File: config.mk
export PLATFORM = sky130hd
export DESIGN_NAME = array_list_push_pop_delete_top
export DESIGN_NICKNAME = d
export VERILOG_FILES = /design/src/rtl/alpd_pkg.sv /design/src/rtl/alpd_ram.sv /design/src/rtl/alpd_ctrl.sv /design/src/rtl/alpd_dp.sv /design/src/rtl/array_list_push_pop_delete_top.sv
export VERILOG_INCLUDE_DIRS = /design/src /design/src/rtl
export SDC_FILE = /design/constraint.sdc
export NUM_CORES = 2
export LEC_CHECK = 0
export BUFFER_PORTS_ARGS = -buffer_cell sky130_fd_sc_hd__buf_4
export CELL_PAD_IN_SITES_DETAIL_PLACEMENT = 1
export CELL_PAD_IN_SITES_GLOBAL_PLACEMENT = 2
export CORE_MARGIN = 5
export CORE_UTILIZATION = 47
export CTS_BUF_LIST = sky130_fd_sc_hd__clkbuf_4 sky130_fd_sc_hd__clkbuf_8 sky130_fd_sc_hd__clkbuf_16
export CTS_CLUSTER_DIAMETER = 200
export CTS_CLUSTER_SIZE = 8
export DETAILED_ROUTE_END_ITERATION = 8
export PLACE_DENSITY_LB_ADDON = 0.25
export SYNTH_ARGS = -nofsm -noshare
export SYNTH_HDL_FRONTEND = slang
export SYNTH_SLANG_ARGS = --single-unit
File: constraint.sdc
create_clock -name clock -period 6.5 [get_ports clock]
set_input_delay 0.975 -clock clock [delete_from_list [all_inputs] [get_ports clock]]
set_output_delay 0.975 -clock clock [all_outputs]
set_load 0.01 [all_outputs]
File: src/rtl/assert_macros.svh
// ----------------------------------------------------------------------------
// Assertion macros
// Concurrent assertion wrappers; define ASSERT_OFF to compile them out.
// ----------------------------------------------------------------------------
`ifndef ASSERT_MACROS_SVH
`define ASSERT_MACROS_SVH

`ifndef ASSERT_OFF

`define ASSERT_ALWAYS(lbl, clk, rst, cond) \
   lbl: assert property (@(posedge clk) disable iff (rst) (cond)) \
      else $error("assertion failed");

`define ASSERT_IMPLIES(lbl, clk, rst, ante, cons) \
   lbl: assert property (@(posedge clk) disable iff (rst) (ante) |-> (cons)) \
      else $error("assertion failed");

`else

`define ASSERT_ALWAYS(lbl, clk, rst, cond)

`define ASSERT_IMPLIES(lbl, clk, rst, ante, cons)

`endif

`endif

File: src/rtl/alpd_pkg.sv
// ----------------------------------------------------------------------------
// alpd_pkg
// Shared constants, codes and controller/datapath interface types.
// ----------------------------------------------------------------------------
`default_nettype none

package alpd_pkg;

   localparam int MAX_ENTRIES_DEF = 64;

   localparam int DATA_W    = 32;
   localparam int OP_W      = 2;
   localparam int POS_W     = 7;
   localparam int CNT_OUT_W = 7;
   localparam int CAP_W     = 7;
   localparam int ST_W      = 2;
   localparam int CSR_AW    = 3;
   localparam int CSR_DW    = 32;

   localparam logic [CAP_W-1:0] CAP_RESET = 7'd64;

   localparam logic [OP_W-1:0] OP_PUSH   = 2'd0;
   localparam logic [OP_W-1:0] OP_POP    = 2'd1;
   localparam logic [OP_W-1:0] OP_DELETE = 2'd2;
   localparam logic [OP_W-1:0] OP_READ   = 2'd3;

   localparam logic [ST_W-1:0] ST_OK    = 2'd0;
   localparam logic [ST_W-1:0] ST_FULL  = 2'd1;
   localparam logic [ST_W-1:0] ST_EMPTY = 2'd2;
   localparam logic [ST_W-1:0] ST_RANGE = 2'd3;

   // register index, taken from paddr[2]
   localparam logic REG_CAPACITY = 1'b0;

   typedef struct packed {
      logic load;
      logic set_status;
      logic push;
      logic pop;
      logic fetch;
      logic capture;
      logic shift_step;
      logic shrink;
      logic emit;
   } alpd_cmd_type;

   typedef struct packed {
      logic [OP_W-1:0] op;
      logic            err;
      logic            more;
      logic            pend;
   } alpd_sts_type;

endpackage

`default_nettype wire

File: src/rtl/alpd_ram.sv
// ----------------------------------------------------------------------------
// alpd_ram
// Generic single-write, single-read RAM with registered read data.
// ----------------------------------------------------------------------------
`default_nettype none

module alpd_ram #(
   parameter int WIDTH = 32,
   parameter int DEPTH = 64
) (
   input  wire logic                     clock,
   input  wire logic                     wr_en,
   input  wire logic [$clog2(DEPTH)-1:0] wr_addr,
   input  wire logic [WIDTH-1:0]         wr_data,
   input  wire logic                     rd_en,
   input  wire logic [$clog2(DEPTH)-1:0] rd_addr,
   output logic      [WIDTH-1:0]         rd_data
);

   logic [WIDTH-1:0] mem_ff [DEPTH];
   logic [WIDTH-1:0] rd_data_ff;

   always_ff @(posedge clock) begin
      if (wr_en) begin
         mem_ff[wr_addr] <= wr_data;
      end
      if (rd_en) begin
         rd_data_ff <= mem_ff[rd_addr];
      end
   end

   assign rd_data = rd_data_ff;

endmodule

`default_nettype wire

File: src/rtl/alpd_ctrl.sv
// ----------------------------------------------------------------------------
// alpd_ctrl
// Sequencer: accepts a request, steps the datapath through the operation
// and the delete shift loop, then issues the response.
// ----------------------------------------------------------------------------
`default_nettype none

module alpd_ctrl (
   input  wire logic                   clock,
   input  wire logic                   reset,
   input  wire logic                   start,
   output logic                        busy,
   input  wire alpd_pkg::alpd_sts_type sts,
   output alpd_pkg::alpd_cmd_type      cmd
);

   localparam logic [2:0] S_IDLE   = 3'd0;
   localparam logic [2:0] S_EXEC   = 3'd1;
   localparam logic [2:0] S_CAPT   = 3'd2;
   localparam logic [2:0] S_SHIFT  = 3'd3;
   localparam logic [2:0] S_FINISH = 3'd4;

   logic [2:0] state_ff;
   logic [2:0] state_in;

   always_comb begin
      cmd      = '0;
      state_in = state_ff;
      unique case (state_ff)
         S_IDLE: begin
            if (start) begin
               cmd.load = 1'b1;
               state_in = S_EXEC;
            end
         end
         S_EXEC: begin
            cmd.set_status = 1'b1;
            if (sts.err) begin
               state_in = S_FINISH;
            end else begin
               unique case (sts.op) inside
                  alpd_pkg::OP_PUSH: begin
                     cmd.push = 1'b1;
                     state_in = S_FINISH;
                  end
                  alpd_pkg::OP_POP: begin
                     cmd.pop  = 1'b1;
                     state_in = S_CAPT;
                  end
                  alpd_pkg::OP_DELETE, alpd_pkg::OP_READ: begin
                     cmd.fetch = 1'b1;
                     state_in  = S_CAPT;
                  end
               endcase
            end
         end
         S_CAPT: begin
            cmd.capture = 1'b1;
            if (sts.op == alpd_pkg::OP_DELETE) begin
               state_in = S_SHIFT;
            end else begin
               state_in = S_FINISH;
            end
         end
         S_SHIFT: begin
            cmd.shift_step = 1'b1;
            if (!sts.more && !sts.pend) begin
               cmd.shrink = 1'b1;
               state_in   = S_FINISH;
            end
         end
         S_FINISH: begin
            cmd.emit = 1'b1;
            state_in = S_IDLE;
         end
         default: begin
            state_in = S_IDLE;
         end
      endcase
   end

   always_ff @(posedge clock) begin
      if (reset) begin
         state_ff <= S_IDLE;
      end else begin
         state_ff <= state_in;
      end
   end

   assign busy = reset || (state_ff != S_IDLE);

endmodule

`default_nettype wire

File: src/rtl/alpd_dp.sv
// ----------------------------------------------------------------------------
// alpd_dp
// Datapath: request latch, entry count, entry RAM, shift pointers and
// response registers.
// ----------------------------------------------------------------------------
`default_nettype none
`include "assert_macros.svh"

module alpd_dp #(
   parameter int MAX_ENTRIES = alpd_pkg::MAX_ENTRIES_DEF
) (
   input  wire logic                                clock,
   input  wire logic                                reset,
   input  wire alpd_pkg::alpd_cmd_type              cmd,
   output alpd_pkg::alpd_sts_type                   sts,
   input  wire logic        [alpd_pkg::CAP_W-1:0]   capacity,
   input  wire logic        [alpd_pkg::OP_W-1:0]    req_opcode,
   input  wire logic signed [alpd_pkg::DATA_W-1:0]  req_push_value,
   input  wire logic        [alpd_pkg::POS_W-1:0]   req_position,
   output logic                                     rsp_strobe,
   output logic             [alpd_pkg::ST_W-1:0]    rsp_status,
   output logic signed      [alpd_pkg::DATA_W-1:0]  rsp_read_value,
   output logic             [alpd_pkg::CNT_OUT_W-1:0] rsp_entry_count,
   output logic                                     rsp_is_empty,
   output logic                                     rsp_is_full
);

   localparam int AW = $clog2(MAX_ENTRIES);
   localparam int CW = $clog2(MAX_ENTRIES + 1);
   localparam int XW = (CW > alpd_pkg::POS_W) ? CW : alpd_pkg::POS_W;

   logic [alpd_pkg::OP_W-1:0]      op_ff;
   logic [alpd_pkg::DATA_W-1:0]    val_ff;
   logic [alpd_pkg::POS_W-1:0]     pos_ff;
   logic [alpd_pkg::ST_W-1:0]      status_ff;
   logic [alpd_pkg::DATA_W-1:0]    data_ff;
   logic [CW-1:0]                  count_ff;
   logic [CW-1:0]                  count_in;
   logic [CW-1:0]                  rd_idx_ff;
   logic [CW-1:0]                  rd_idx_in;
   logic [AW-1:0]                  wr_idx_ff;
   logic [AW-1:0]                  wr_idx_in;
   logic                           pend_ff;
   logic                           pend_in;

   logic                           rsp_strobe_ff;
   logic [alpd_pkg::ST_W-1:0]      rsp_status_ff;
   logic [alpd_pkg::DATA_W-1:0]    rsp_data_ff;
   logic [alpd_pkg::CNT_OUT_W-1:0] rsp_count_ff;
   logic                           rsp_empty_ff;
   logic                           rsp_full_ff;

   logic [XW-1:0]                  cap_x;
   logic [XW-1:0]                  cap_eff_x;
   logic [XW-1:0]                  count_x;
   logic [XW-1:0]                  pos_x;
   logic                           full;
   logic                           empty;
   logic                           range_err;
   logic                           more;
   logic [alpd_pkg::ST_W-1:0]      code;

   logic                           ram_wr_en;
   logic [AW-1:0]                  ram_wr_addr;
   logic [alpd_pkg::DATA_W-1:0]    ram_wr_data;
   logic                           ram_rd_en;
   logic [AW-1:0]                  ram_rd_addr;
   logic [alpd_pkg::DATA_W-1:0]    ram_rd_data;

   // effective capacity saturates at the store depth
   assign cap_x     = XW'(capacity);
   assign cap_eff_x = (cap_x > XW'(MAX_ENTRIES)) ? XW'(MAX_ENTRIES) : cap_x;
   assign count_x   = XW'(count_ff);
   assign pos_x     = XW'(pos_ff);
   assign full      = (count_x >= cap_eff_x);
   assign empty     = (count_ff == '0);
   assign range_err = (pos_ff == '0) || (pos_x > count_x);
   assign more      = (rd_idx_ff < count_ff);

   always_comb begin
      code = alpd_pkg::ST_OK;
      unique case (op_ff) inside
         alpd_pkg::OP_PUSH: begin
            if (full) begin
               code = alpd_pkg::ST_FULL;
            end
         end
         alpd_pkg::OP_POP: begin
            if (empty) begin
               code = alpd_pkg::ST_EMPTY;
            end
         end
         alpd_pkg::OP_DELETE, alpd_pkg::OP_READ: begin
            if (range_err) begin
               code = alpd_pkg::ST_RANGE;
            end
         end
      endcase
   end

   assign sts.op   = op_ff;
   assign sts.err  = (code != alpd_pkg::ST_OK);
   assign sts.more = more;
   assign sts.pend = pend_ff;

   always_comb begin
      count_in    = count_ff;
      rd_idx_in   = rd_idx_ff;
      wr_idx_in   = wr_idx_ff;
      pend_in     = pend_ff;
      ram_wr_en   = 1'b0;
      ram_wr_addr = wr_idx_ff;
      ram_wr_data = ram_rd_data;
      ram_rd_en   = 1'b0;
      ram_rd_addr = rd_idx_ff[AW-1:0];
      if (cmd.push) begin
         ram_wr_en   = 1'b1;
         ram_wr_addr = count_ff[AW-1:0];
         ram_wr_data = val_ff;
         count_in    = count_ff + 1'b1;
      end
      if (cmd.pop) begin
         ram_rd_en   = 1'b1;
         ram_rd_addr = AW'(count_ff - 1'b1);
         count_in    = count_ff - 1'b1;
      end
      if (cmd.fetch) begin
         ram_rd_en   = 1'b1;
         ram_rd_addr = AW'(pos_x - 1'b1);
         rd_idx_in   = CW'(pos_x);
         wr_idx_in   = AW'(pos_x - 1'b1);
         pend_in     = 1'b0;
      end
      if (cmd.shift_step) begin
         pend_in = more;
         if (more) begin
            ram_rd_en = 1'b1;
            rd_idx_in = rd_idx_ff + 1'b1;
         end
         if (pend_ff) begin
            ram_wr_en = 1'b1;
            wr_idx_in = wr_idx_ff + 1'b1;
         end
      end
      if (cmd.shrink) begin
         count_in = count_ff - 1'b1;
      end
   end

   always_ff @(posedge clock) begin
      if (reset) begin
         count_ff      <= '0;
         pend_ff       <= 1'b0;
         rsp_strobe_ff <= 1'b0;
      end else begin
         count_ff      <= count_in;
         pend_ff       <= pend_in;
         rsp_strobe_ff <= cmd.emit;
      end
   end

   always_ff @(posedge clock) begin
      rd_idx_ff <= rd_idx_in;
      wr_idx_ff <= wr_idx_in;
      if (cmd.load) begin
         op_ff  <= req_opcode;
         val_ff <= req_push_value;
         pos_ff <= req_position;
      end
      if (cmd.set_status) begin
         status_ff <= code;
         data_ff   <= '0;
      end
      if (cmd.capture) begin
         data_ff <= ram_rd_data;
      end
      if (cmd.emit) begin
         rsp_status_ff <= status_ff;
         rsp_data_ff   <= data_ff;
         rsp_count_ff  <= alpd_pkg::CNT_OUT_W'(count_ff);
         rsp_empty_ff  <= empty;
         rsp_full_ff   <= full;
      end
   end

   alpd_ram #(
      .WIDTH (alpd_pkg::DATA_W),
      .DEPTH (MAX_ENTRIES)
   ) u_ram (
      .clock   (clock),
      .wr_en   (ram_wr_en),
      .wr_addr (ram_wr_addr),
      .wr_data (ram_wr_data),
      .rd_en   (ram_rd_en),
      .rd_addr (ram_rd_addr),
      .rd_data (ram_rd_data)
   );

   assign rsp_strobe      = rsp_strobe_ff;
   assign rsp_status      = rsp_status_ff;
   assign rsp_read_value  = rsp_data_ff;
   assign rsp_entry_count = rsp_count_ff;
   assign rsp_is_empty    = rsp_empty_ff;
   assign rsp_is_full     = rsp_full_ff;

   `ASSERT_ALWAYS(a_count_bound, clock, reset, count_ff <= CW'(MAX_ENTRIES))
   `ASSERT_IMPLIES(a_push_room, clock, reset, cmd.push, !full)
   `ASSERT_IMPLIES(a_shift_wr_below_count, clock, reset, cmd.shift_step && pend_ff, CW'(wr_idx_ff) < count_ff)
   `ASSERT_IMPLIES(a_shift_wr_behind_rd, clock, reset, cmd.shift_step && pend_ff, CW'(wr_idx_ff) < rd_idx_ff)

endmodule

`default_nettype wire

File: src/rtl/array_list_push_pop_delete_top.sv
// ----------------------------------------------------------------------------
// array_list_push_pop_delete_top
// Packed list of signed words with push, pop, delete-at-position and read.
// ----------------------------------------------------------------------------
// After accept a request enters S_EXEC; push or any failed request then goes
// to S_FINISH, pop and read via S_CAPT, delete via S_CAPT and the S_SHIFT
// loop. The shift moves one entry per cycle through the
// single-port-pair RAM. busy drops as rsp_strobe rises, so a new request may
// start in that cycle. Results cannot be stalled. Synchronous reset empties
// the list and sets capacity to 64; RAM contents are not cleared.
`default_nettype none

module array_list_push_pop_delete_top #(
   parameter int MAX_ENTRIES = alpd_pkg::MAX_ENTRIES_DEF
) (
   input  wire logic                                  clock,
   input  wire logic                                  reset,
   input  wire logic                                  start,
   output logic                                       busy,
   input  wire logic        [alpd_pkg::OP_W-1:0]      req_opcode,
   input  wire logic signed [alpd_pkg::DATA_W-1:0]    req_push_value,
   input  wire logic        [alpd_pkg::POS_W-1:0]     req_position,
   output logic                                       rsp_strobe,
   output logic             [alpd_pkg::ST_W-1:0]      rsp_status,
   output logic signed      [alpd_pkg::DATA_W-1:0]    rsp_read_value,
   output logic             [alpd_pkg::CNT_OUT_W-1:0] rsp_entry_count,
   output logic                                       rsp_is_empty,
   output logic                                       rsp_is_full,
   input  wire logic                                  psel,
   input  wire logic                                  penable,
   input  wire logic                                  pwrite,
   input  wire logic        [alpd_pkg::CSR_AW-1:0]    paddr,
   input  wire logic        [alpd_pkg::CSR_DW-1:0]    pwdata,
   output logic             [alpd_pkg::CSR_DW-1:0]    prdata,
   output logic                                       pready
);

   logic [alpd_pkg::CAP_W-1:0] capacity_ff;
   logic [alpd_pkg::CAP_W-1:0] capacity_in;
   logic                       cap_sel;
   logic                       cap_wr;

   alpd_pkg::alpd_cmd_type cmd;
   alpd_pkg::alpd_sts_type sts;

   assign pready  = 1'b1;
   assign cap_sel = (paddr[2] == alpd_pkg::REG_CAPACITY);
   assign cap_wr  = psel && penable && pwrite && pready && cap_sel;

   assign capacity_in = cap_wr ? pwdata[alpd_pkg::CAP_W-1:0] : capacity_ff;

   always_ff @(posedge clock) begin
      if (reset) begin
         capacity_ff <= alpd_pkg::CAP_RESET;
      end else begin
         capacity_ff <= capacity_in;
      end
   end

   assign prdata = cap_sel ? alpd_pkg::CSR_DW'(capacity_ff) : '0;

   alpd_ctrl u_ctrl (
      .clock (clock),
      .reset (reset),
      .start (start),
      .busy  (busy),
      .sts   (sts),
      .cmd   (cmd)
   );

   alpd_dp #(
      .MAX_ENTRIES (MAX_ENTRIES)
   ) u_dp (
      .clock           (clock),
      .reset           (reset),
      .cmd             (cmd),
      .sts             (sts),
      .capacity        (capacity_ff),
      .req_opcode      (req_opcode),
      .req_push_value  (req_push_value),
      .req_position    (req_position),
      .rsp_strobe      (rsp_strobe),
      .rsp_status      (rsp_status),
      .rsp_read_value  (rsp_read_value),
      .rsp_entry_count (rsp_entry_count),
      .rsp_is_empty    (rsp_is_empty),
      .rsp_is_full     (rsp_is_full)
   );

endmodule

`default_nettype wire
======== Word level (Yosys, flattened, before mapping) ========
Memory sizes are Yosys's and may differ from the RTL's. A register that Yosys moved wholly into a read port is not among the register bits.
Index checks and enable logic that the tools add are counted.
operators by class
  multiplexer cells ....................... 49
  reductions and logical operators ........ 20
  eq/ne operators ......................... 9
  magnitude comparators ................... 4
  bitwise gates (word level) .............. 1
  $add $sub $neg .......................... 5
operators by type and width
  cell                                                                    number
  32-bit two-way mux                                                      3
  7-bit two-way mux                                                       8
  6-bit two-way mux                                                       6
  1-bit two-way mux                                                       20
  3-bit two-way mux                                                       5
  7-bit by 1-bit adder with 7-bit output (second input constant)          2
  7-bit zero test                                                         2
  3-bit case mux with 4 select lines                                      1
  7-bit greater-or-equal comparator                                       1
  7-bit > comparator                                                      1
  7-bit > comparator (second input constant)                              1
  7-bit less-than comparator                                              1
  7-bit by 1-bit subtractor with 7-bit output (second input constant)     1
  6-bit by 1-bit adder with 6-bit output (second input constant)          1
  3-bit by 2-bit equality test with 1-bit output (second input constant)  2
  2-bit two-way mux                                                       3
  2-bit case mux with 3 select lines                                      1
  3-bit case mux with 2 select lines                                      1
  2-bit nonzero test                                                      3
  3-bit nonzero test                                                      2
  6-bit by 1-bit subtractor with 6-bit output (second input constant)     1
  2-bit equality test (second input constant)                             2
  1-bit logical AND                                                       4
  4-bit two-way mux                                                       1
  other kinds (13)                                                        15
word-level totals
  RAM bits ................................ 2048
  output and inout bits ................... 78
  memories ................................ 1
  logic and storage cells ................. 106
  register bits ........................... 150
  input bits .............................. 82
memory list
  memory             depth  bits a word  rd ports  clocked after memory_dff  wr ports  RTL line        text
  u_dp.u_ram.mem_ff  64     32           1         1                         1         alpd_ram.sv:20  logic [WIDTH-1:0] mem_ff [DEPTH];

======== Depth between registers and ports, before layout ========
  word-level depth ........................ 13
  depth in mapped cells ................... 19
  gate-level depth less buffers ........... 12

======== Cells and area by module ========
A second synthesis with hierarchy kept.
second synthesis, totals
  cells, all modules ...................... 3877
  area, all modules ....................... 85791.0 um^2
by module, submodules not included
  module                          area an instance (um^2)  instances  cells an instance  sequential area each (um^2)
  alpd_ram                        78835.6                  1          3324               62459.9
  alpd_dp                         6117.1                   1          453                3983.8
  array_list_push_pop_delete_top  581.8                    1          66                 140.1
  alpd_ctrl                       256.5                    1          34                 60.1

======== Worst setup path before layout ========
No wires, ideal clock.
  path type ............................... register to register
  start ................................... register u_dp.count_ff[0]
  end ..................................... memory u_dp.u_ram.mem_ff[10][0] (enable)
  stages on the path, launching flop included .. 14
  path slack .............................. 1.432 ns
  required time ........................... 6.079 ns
  path buffers ............................ 1
  clock period less this slack ............ 5.068 ns
  setup time .............................. 0.421 ns
  arrival ................................. 4.647 ns
  cell sequence ........................... dfxtp_1 inv_1 ha_1 nand2b_1 a21o_1 a21o_1 a21o_1 a21o_1 a21o_1 a211oi_1 clkbuf_1 mux2i_1 nand2_1 nor2_1
between the ends
  cells in the longest elaborated chain, start to end .. 12
  elaborated cells between the ends (all ways) .. 17
  those cells by class .................... order compare (2); mux (12); reduce/logical (3)
ends and longest elaborated chain
  item                                     RTL line         text
  start, declared                          alpd_dp.sv:37    logic [CW-1:0] count_ff;
  start signal, assigned                   alpd_dp.sv:156   count_ff <= count_in;
  7-bit > comparator                       alpd_dp.sv:77    assign range_err = (pos_ff == '0) || (pos_x > count_x);
  1-bit logical OR                         alpd_dp.sv:77
  2-bit two-way mux                        alpd_dp.sv:94    if (range_err) begin
  2-bit case mux with 3 select lines       alpd_dp.sv:82    unique case (op_ff) inside
  2-bit nonzero test                       alpd_dp.sv:102   assign sts.err = (code != alpd_pkg::ST_OK);
  3-bit two-way mux                        alpd_ctrl.sv:38  if (sts.err) begin
  4-bit two-way mux                        alpd_ctrl.sv:29  unique case (state_ff)
  1-bit two-way mux                        alpd_dp.sv:116   if (cmd.push) begin
  1-bit two-way mux                        alpd_dp.sv:140   if (pend_ff) begin
  1-bit two-way mux                        alpd_dp.sv:134   if (cmd.shift_step) begin
  1-bit two-way mux                        alpd_ram.sv:24   if (wr_en) begin
  1-bit two-way mux (implied by the code)  alpd_ram.sv:25   mem_ff[wr_addr] <= wr_data;
  end, declared                            alpd_ram.sv:20
Parallel ways exist; a longest one is shown, timed or not.

======== Final worst setup path ========
  start ................................... register u_dp.count_ff[3]
  end ..................................... register u_dp.u_ram.rd_data_ff[23] (netlist: u_dp.u_ram.rd_data[23]), read port of u_dp.u_ram.mem_ff (data pin)
between the ends
  cells in the longest elaborated chain, start to end .. 11
  elaborated cells between the ends (all ways) .. 19
  those cells by class .................... add/sub (1); order compare (3); mux (12); reduce/logical (3)
ends and longest elaborated chain
  item                                RTL line         text
  7-bit > comparator                  alpd_dp.sv:77
  1-bit logical OR                    alpd_dp.sv:77
  2-bit two-way mux                   alpd_dp.sv:94
  2-bit case mux with 3 select lines  alpd_dp.sv:82
  2-bit nonzero test                  alpd_dp.sv:102
  3-bit two-way mux                   alpd_ctrl.sv:38
  4-bit two-way mux                   alpd_ctrl.sv:29
  1-bit two-way mux                   alpd_dp.sv:122   if (cmd.pop) begin
  1-bit two-way mux                   alpd_dp.sv:127   if (cmd.fetch) begin
  1-bit two-way mux                   alpd_dp.sv:136   if (more) begin
  1-bit two-way mux                   alpd_dp.sv:134
  end, declared                       alpd_ram.sv:21   logic [WIDTH-1:0] rd_data_ff;
Parallel ways exist; a longest one is shown, timed or not.
A chain may end at the register's enable or synchronous reset.

==> flow_metrics.py <==
metrics = {
    "synth": {
        "yosysTopAreaCellShare": 0.7594,
        "synth_fa_ha_area_frac": 0.003599,
        "synthesis.instances": 5502,
        "library_cell_with_the_highest_instance_count_after_synthesis": "edfxtp_1",
        "synth_simple_gate_area_frac": 0.08510,
        "synth-edff-count": 2198,
        "netlist_top_cells_area": "edfxtp_1, nand2_1, mux4_2",
        "synth-seq-area-share": 0.7667,
        "synth-xor-area-share": 0.001310,
        "synthMuxAreaShare": 0.05898,
        "synth_area_sq_mm": 0.08692,
        "synth_seq_cells": 2230,
        "synth-compound-area-share": 0.06366,
        "avgSynthCellArea_sq_um": 15.80,
        "postSynth.asyncResetShare": 0,
        "synth_top_family_by_area": "simple AND/OR/NAND/NOR gates",
        "ys_warn_count": 0,
        "synth_top_cell_by_area": "edfxtp_1",
        "yosys.cell_types.count": 65,
        "synth_top_flop_cell": "edfxtp_1",
        "synth.top_cells.by_count": "edfxtp_1, nand2_1, nand3_1",
    },
    "clock_network": {
        "post_cts_hold_buffer_count": 0,
        "postCtsSetupBuffers": 0,
        "clk_latency_ns": 0.93,
        "tritoncts_num_sinks": 2230,
        "clkTransAtPathRegs_ns": 0.06,
        "cts-buffers-inserted": 328,
        "max_buffers_root_to_sink": 4,
        "tritoncts": "yes",
        "post_cts_sizing_count": 0,
        "cts-root-buf": "clkbuf_16",
        "htree_num_levels": 5,
    },
    "sta": {
        "report.final.hold_viol_count": 0,
        "finalCritPeriodShare": 0.8516,
        "final-max-slew-violation-count": 0,
        "setup_ws_ns": 0.9644,
        "setup_violations": 0,
        "worst_clock_skew_on_the_final_layout_ns": 0.05893,
        "timing_worst_slew_pin_value_ns": 1.275,
        "setup_total_negative_slack_ns": 0,
        "post_layout_min_period_ns": 5.536,
        "maxSlewHeadroom": 0.1498,
        "grt_setup_unrepaired": "no",
        "fmax_mhz": 180.7,
    },
    "finish": {
        "drive_above_1_share": 0.1852,
        "stdcell_area_sq_mm": 0.1017,
        "area_growth_syn_to_layout_pct": 17.02,
        "nets": 6050,
        "postLayoutCoreUtil": 0.5544,
    },
    "global_routing": {
        "grt_pass1_vias": 55260,
        "wire_length_of_the_first_global_routing_pass_mm": 410.3,
        "track_usage": 0.2973,
        "grt_start_max_net_pins": 95,
        "antenna_violations_before_repair": 22,
        "grt_overflow_total": 0,
    },
    "floorplan": {
        "start_util": 0.4737,
        "die_height_um": 440.0,
        "dieArea_sq_mm": 0.1936,
        "pin_count": 160,
        "core-area_sq_mm": 0.1835,
        "die_w_um": 440.0,
        "rows": 157,
    },
    "worst_setup_path": {
        "critPathLaunchType": "register",
        "critPathCaptureType": "register",
        "cp_data_required_time_ns": 7.16,
        "timing.critical_path.arrival_ns": 6.19,
        "critical_path_peak_fanout": 29,
        "timing_worst_setup_path_type": "reg2reg",
    },
    "pwr": {
        "power_density_mw_per_mm2": 435.2,
        "post-layout-total-power_w": 0.04426,
        "total_leakage_power_nw": 34.02,
        "peakVddDrop_uv": 325.2,
    },
    "drt": {
        "detail_route.first_pass.iterations": 6,
        "post_drt_wl_per_cell_um": 34.39,
        "ant_nets": 0,
        "drt_iter0_markers": 6373,
        "post_drt_via_cell_ratio": 6.396,
        "drt_wl_total_mm": 290.7,
        "vias": 54070,
        "drc": 0,
    },
    "placed_design": {
        "io_buffer_count": 106,
        "finalWeightedCongestion": 0.8345,
        "detailed_place_hpwl_mm": 171.1,
        "detailedPlace.worstSlack_ns": 1.146,
        "placedInstanceArea_sq_mm": 0.09308,
    },
    "run_status": {
        "status": "completed",
    },
    "min_path": {
        "hold_path_class": "in2reg",
    },
    "flow_run": {
        "maxCapViolCount": 0,
    },
}
## cells by family (layout without fill, tap and decap cells)
group                    after synthesis  in the layout
buffers and inverters                381            832
XOR/XNOR                              13             13
multiplexers                         301            301
AND/OR/NAND/NOR                     1752           1752
adder cells (fa/ha/maj)               25             25
other                                  2             39
flip-flops                          2230           2230
AO/OA/AOI/OAI                        798            798
## routing by layer
| metal | vias up | wire (um) | track usage |
|---|---|---|---|
| li1 | 22000 | - | - |
| met2 | 2969 | 137800 | 0.4779 |
| met3 | 684 | 27680 | 0.06602 |
| met5 | - | 11 | 0 |
| met4 | 2 | 12400 | 0.1186 |
| met1 | 28410 | 112800 | 0.3970 |
## cell usage in the layout, fill, tap and decap left out, drive strengths merged, types with 31 or more instances in the layout
cell and n:
mux4 165, edfxtp 2198, nand3 264, nor2 108, buf 446, mux2i 97, o2111ai 83, mux2 39
and3 129, a21oi 259, a211oi 65, dfxtp 32, a221oi 31, a22o 35, nand2 1190, clkbuf 355
o21ai 32, a2111oi 116, a31oi 87
## flip-flops by register name, summed over array words and instances, names as in the netlist, 6 cells and up
name and cells:
u_dp.u_ram.mem_ff 2048, u_dp.data_ff 32, u_dp.rsp_read_value 32, u_dp.u_ram.rd_data 32, u_dp.val_ff 32, capacity_ff 7, u_dp.count_ff 7, u_dp.pos_ff 7
u_dp.rd_idx_ff 7, u_dp.rsp_entry_count 7, u_dp.wr_idx_ff 6
## stage by stage
stage / std cells / hold WS (ns)
3_3_place_gp: 8077 / 0.4073
3_5_place_dp: 8077 / 0.4062
2_1_floorplan: 5526 / 0.4003
4_1_cts: 8441 / 0.1738
6_report: 8454 / 0.2273
5_1_grt: 8443 / 0.1902
## cell type report
cell class / count / area, sq um
antenna: 13 / 32.53
clock buffer: 355 / 8516
clock inverter: 9 / 81.33
fill: 16840 / 81760
inverter: 22 / 82.58
multi-input combinational: 2915 / 19280
sequential: 2230 / 66640
tap: 2464 / 3083
timing repair buffer: 446 / 3999
## path summary, 6_finish.rpt
check,slack [ns],startpoint,endpoint,cells after the start
max,0.96,u_dp.count_ff[3]$_SDFFE_PP0P_,u_dp.u_ram.rd_data[23]$_DFFE_PP_,16
min,0.23,req_push_value[1],u_dp.val_ff[1]$_DFFE_PP_,1
max reg2reg,0.96,u_dp.count_ff[3]$_SDFFE_PP0P_,u_dp.u_ram.rd_data[23]$_DFFE_PP_,16
min reg2reg,0.42,u_dp.data_ff[11]$_SDFFCE_PP0P_,u_dp.rsp_read_value[11]$_DFFE_PP_,0
## where the power goes
part           internal [W]  switching [W]
logic               0.00392        0.00896
registers            0.0164       0.000170
clock network       0.00909        0.00574
## critical path, cell delays in order (launching register included)
cell	delay [ns]
dfxtp_1	0.61
inv_1	0.24
ha_1	0.34
nand4_1	0.12
a21oi_1	0.14
o22ai_1	0.09
buf_4	0.19
and2_1	0.23
buf_4	0.23
o21a_4	0.36
buf_12	0.25
nand3_1	0.64
buf_4	0.30
a21oi_1	0.05
a2111oi_0	0.91
a22oi_1	0.28
and3_1	0.27
Power figures use the tool's default switching activity.
